File: config.mk
export PLATFORM = sky130hd
export DESIGN_NAME = rrts_ctrl
export DESIGN_NICKNAME = d
export VERILOG_FILES = /design/src/rtl/core/rrts_pkg.sv /design/src/rtl/core/rrts_ctrl.sv
export SDC_FILE = /design/constraint.sdc
export NUM_CORES = 1
export LEC_CHECK = 0
export BUFFER_PORTS_ARGS = -buffer_cell sky130_fd_sc_hd__buf_4
export CAP_MARGIN = 40
export CORE_AREA = 4 4 41 43
export CTS_BUF_LIST = sky130_fd_sc_hd__clkbuf_16
export CTS_CLUSTER_SIZE = 28
export DETAILED_ROUTE_END_ITERATION = 6
export DIE_AREA = 0 0 45 47
export SLEW_MARGIN = 40
export SYNTH_ARGS = -nofsm -noshare
export SYNTH_HDL_FRONTEND = slang
export SYNTH_SLANG_ARGS = --single-unit
File: constraint.sdc
create_clock -name clk -period 1.4 [get_ports clk]
set_clock_uncertainty 0.05 [all_clocks]
set_input_delay 0.21 -clock clk [delete_from_list [all_inputs] [get_ports clk]]
set_output_delay 0.21 -clock clk [all_outputs]
set_load 0.03 [all_outputs]
File: src/rtl/core/rrts_pkg.sv
// ----------------------------------------------------------------------------
// rrts_pkg: shared types and constants of the response-ratio tick scheduler.
// Holds the operation codes and the command and status structs that pass
// between the controller and the datapath.
// ----------------------------------------------------------------------------
package rrts_pkg;

	localparam int IdW  = 8;
	localparam int SvcW = 10;
	localparam logic [SvcW-1:0] RunMax = 10'd1023;

	localparam logic OP_ADD  = 1'b0;
	localparam logic OP_TICK = 1'b1;

	typedef struct packed {
		logic start_add;   // perform an add with the captured item
		logic scan_init;   // begin a tick: pick the running job as first candidate
		logic scan_step;   // compare one entry of the ready order
		logic mult_step;   // register the cross products of the current entry
		logic commit;      // apply the tick result to the tables
	} rrts_cmd_t;

	typedef struct packed {
		logic scan_done;   // every entry of the ready order has been compared
		logic have;        // a candidate has been found
	} rrts_sts_t;

endpackage

File: src/rtl/core/rrts_ctrl.sv
// ----------------------------------------------------------------------------
// rrts_ctrl: controller of the scheduler.
// Sequences add and tick operations and drives the output register handshake.
// ----------------------------------------------------------------------------
module rrts_ctrl
	import rrts_pkg::*;
(
	input  logic      clk,
	input  logic      arst_n,
	input  logic      in_fire,
	input  logic      in_op,
	input  logic      out_fire,
	input  rrts_sts_t sts,
	output rrts_cmd_t cmd,
	output logic      busy,
	output logic      out_valid
);

	typedef enum logic [2:0] {S_IDLE, S_MUL, S_CMP, S_COMMIT, S_HOLD} state_t;

	state_t state_q;
	logic   out_valid_q;
	logic   res_load;

	// Input is taken only in S_IDLE; the result register must be free too.
	assign busy      = (state_q != S_IDLE) || (out_valid_q && !out_fire);
	assign out_valid = out_valid_q;

	always_comb begin
		cmd = '0;
		res_load = 1'b0;
		unique case (state_q)
			S_IDLE: begin
				if (in_fire && in_op == OP_ADD) begin
					cmd.start_add = 1'b1;
					res_load = 1'b1;
				end
				if (in_fire && in_op == OP_TICK) cmd.scan_init = 1'b1;
			end
			S_MUL:    cmd.mult_step = !sts.scan_done;
			S_CMP:    cmd.scan_step = 1'b1;
			S_COMMIT: begin
				cmd.commit = 1'b1;
				res_load = 1'b1;
			end
			S_HOLD:   ;
			default:  ;
		endcase
	end

	always_ff @(posedge clk or negedge arst_n) begin
		if (!arst_n) begin
			state_q     <= S_IDLE;
			out_valid_q <= 1'b0;
		end else begin
			if (res_load) out_valid_q <= 1'b1;
			else if (out_fire) out_valid_q <= 1'b0;
			unique case (state_q)
				S_IDLE: begin
					if (in_fire && in_op == OP_TICK) state_q <= S_MUL;
				end
				S_MUL: begin
					if (sts.scan_done) state_q <= S_COMMIT;
					else state_q <= S_CMP;
				end
				S_CMP:    state_q <= S_MUL;
				S_COMMIT: state_q <= S_IDLE;
				S_HOLD:   state_q <= S_IDLE;
				default:  state_q <= S_IDLE;
			endcase
		end
	end

	assert property (@(posedge clk) disable iff (!arst_n)
		cmd.commit |=> out_valid_q)
		else $error("commit did not load the result register");
	assert property (@(posedge clk) disable iff (!arst_n)
		(state_q != S_IDLE) |-> !in_fire)
		else $error("item accepted while a tick is in progress");
	assert property (@(posedge clk) disable iff (!arst_n)
		cmd.scan_step |=> (state_q == S_MUL))
		else $error("compare step not followed by the next multiply");

endmodule

==> results.cfg <==
[timing]
fmax_mhz = 681
relSlewSlack_pct = 85.4
fin_setup_tns_ns = -0.160
min_period_over_period_pct = 105
hold_viol_final = 0
report.final.slew_viol_count = 0
worst_pin_slew_ns = 0.217
holdWs_ns = 0.243
rsz0062_at_grt = true
setup_ws_ns = -0.0680
setup_viol = 4
period_minus_slack_ns = 1.47

[synthesis]
netlist_top_cells_area = ha_1 (34%), dfrtp_1 (29%), mux2_4 (5.9%)
yosysSeqAreaShare_pct = 29.3
synth_warnings = 0
syn-instance-count = 24
syn_avg_cell_area_um2 = 10.7
syn_nets = 38
synth_top_cell_area_share_pct = 34.1
ys_async_sr_fraction_pct = 100
yosysUniqueCellTypes = 14
netlist_top_cells_count = ha_1 (7), dfrtp_1 (3), inv_1 (2), nand2_1 (2)
syn_area_um2 = 256
yosysMostFrequentCell = ha_1
synthFlopType = dfrtp_1
synth_top_cell_by_area = ha_1
synth-edff-count = 0
ys_ff_latch = 3

[cells_and_area]
drive_gt1_share_pct = 75.0
layout.cells.non_filler = 63
area_growth_pct = 131
nNetsFinal = 63
antenna_cells = 0
fillers = 122

[place]
gp_congestion = 0.635
place_inst = 54
port_buffers = 12

[clock_tree]
cts_root_buf = clkbuf_16
clock_sinks = 3
htree_levels = 1
cts_buffer_depth = 2
clkLatencyLatePin_ns = 0.22
cts_inserted_buffers = 3
tritoncts = done
clk_pin_slew_worst_paths_ns = 0.03

[grt]
grt_pass1_vias = 274
grt_first_pass_wirelength_um = 1090
antenna_found_initial = 0
grt_max_degree = 5
grt.overflow.total = 0
grt.total_usage_pct = 8.37

[worst_setup_path]
crit_required_ns = 1.14
end_kind = primary output
crit_fanout = 4
crit_type = flip-flop to primary output
cp.arrival_ns = 1.21
startpoint_type = flip-flop

[routing]
initialDrtViolationCount = 0
wirelength_um = 672
ant_nets = 0
dr.pass1.iters = 1
viasPerCell = 3.97
drc = 0
avgRoutedWirePerCell_um = 10.7
num_vias = 250

[floorplan]
rows = 13
core_um2 = 1300
die_w_um = 45
fp.dieH_um = 47
start_util_pct = 19.7
io_pins = 14
die_area_um2 = 2120

[power_and_ir_drop]
power.density_nw_per_um2 = 2440
power_uw = 1450
vdd_drop_max_v = 0.000715
p_leak_uw = 0.000288

[job]
cap_violations = 0

[min_path]
min_path_type = primary input to flip-flop

[outcome]
violations = setup timing
status = finished, violations left
==> routing by layer <==
layer | routed length [um] | track usage [%] | up-vias
li1 | - | - | 127
met1 | 266 | 6.58 | 114
met2 | 352 | 12.4 | 7
met3 | 25 | 3.45 | 2
met4 | 27 | 14.0 | 0
met5 | 0 | 0 | -
==> critical path: stages, from the launching register on <==
cell	delay, ns
dfrtp_1	0.38
inv_2	0.13
ha_4	0.15
and3b_2	0.20
buf_6	0.13
==> flip-flops by register name, summed over array words and instances, names as in the netlist <==
register,count
state_q,2
out_valid,1
==> repair_timing <==
action,in CTS,in global routing
buffers inserted,3,1
gates cloned,0,0
hold buffers,1,0
resized for setup,11,13
endpoints found under the setup margin,4,6
hold endpoints to repair,3,0
pin swaps,2,1
==> cell type report <==
type / instances / area, um^2 / share of cell area, %
multi-input combinational: 19 / 230 / 38.8
timing repair buffer: 20 / 183 / 30.8
sequential: 3 / 75.1 / 12.7
clock buffer: 3 / 75.1 / 12.7
tap: 15 / 18.8 / 3.16
inverter: 2 / 7.51 / 1.27
clock inverter: 1 / 3.75 / 0.633
==> placed cells by master (no fill, tap or decap), types with 2 or more instances in the layout <==
| cell type | count |
|---|---|
| buf_4 | 11 |
| buf_6 | 8 |
| ha_2 | 3 |
| clkbuf_16 | 3 |
| dfrtp_1 | 3 |
| inv_2 | 2 |
| nand2_1 | 2 |
| ha_4 | 2 |
| ha_1 | 2 |
==> where the power goes <==
part           switching, uW  internal, uW
Clock                   77.7           368
Combinational            412           434
Sequential              27.6           128
==> cell families (layout without fill, tap and decap cells) <==
group,after synthesis,after routing,synth area share (%)
compound gates,4,4,12.2
mux,1,1,5.85
simple gates,7,7,15.6
flops,3,3,29.3
buf+inv,2,26,2.93
fa+ha+maj,7,7,34.1
==> final timing paths <==
kind                       startpoint         end  slack [ns]  depth (start not counted)
hold reg to reg             out_valid   out_valid        0.47                          2
min in group asynchronous      arst_n  state_q[1]        0.27                          2
setup / recovery           state_q[1]      cmd[4]       -0.07                          4
setup reg to reg           state_q[1]   out_valid        0.03                          7
max in group asynchronous      arst_n   out_valid        0.94                          2
hold / removal               out_fire   out_valid        0.24                          3
==> metrics by stage <==
step           setup slack, ns  util (%)  area, um^2
2_1_floorplan          0.00548         -         256
5_1_grt                 -0.117      45.6         593
6_report               -0.0680      45.6         593
4_1_cts                -0.0661      41.3         537
3_5_place_dp            0.0190      29.8         388
3_3_place_gp            0.0338      29.8         388
(Power assumes the default switching activity.)
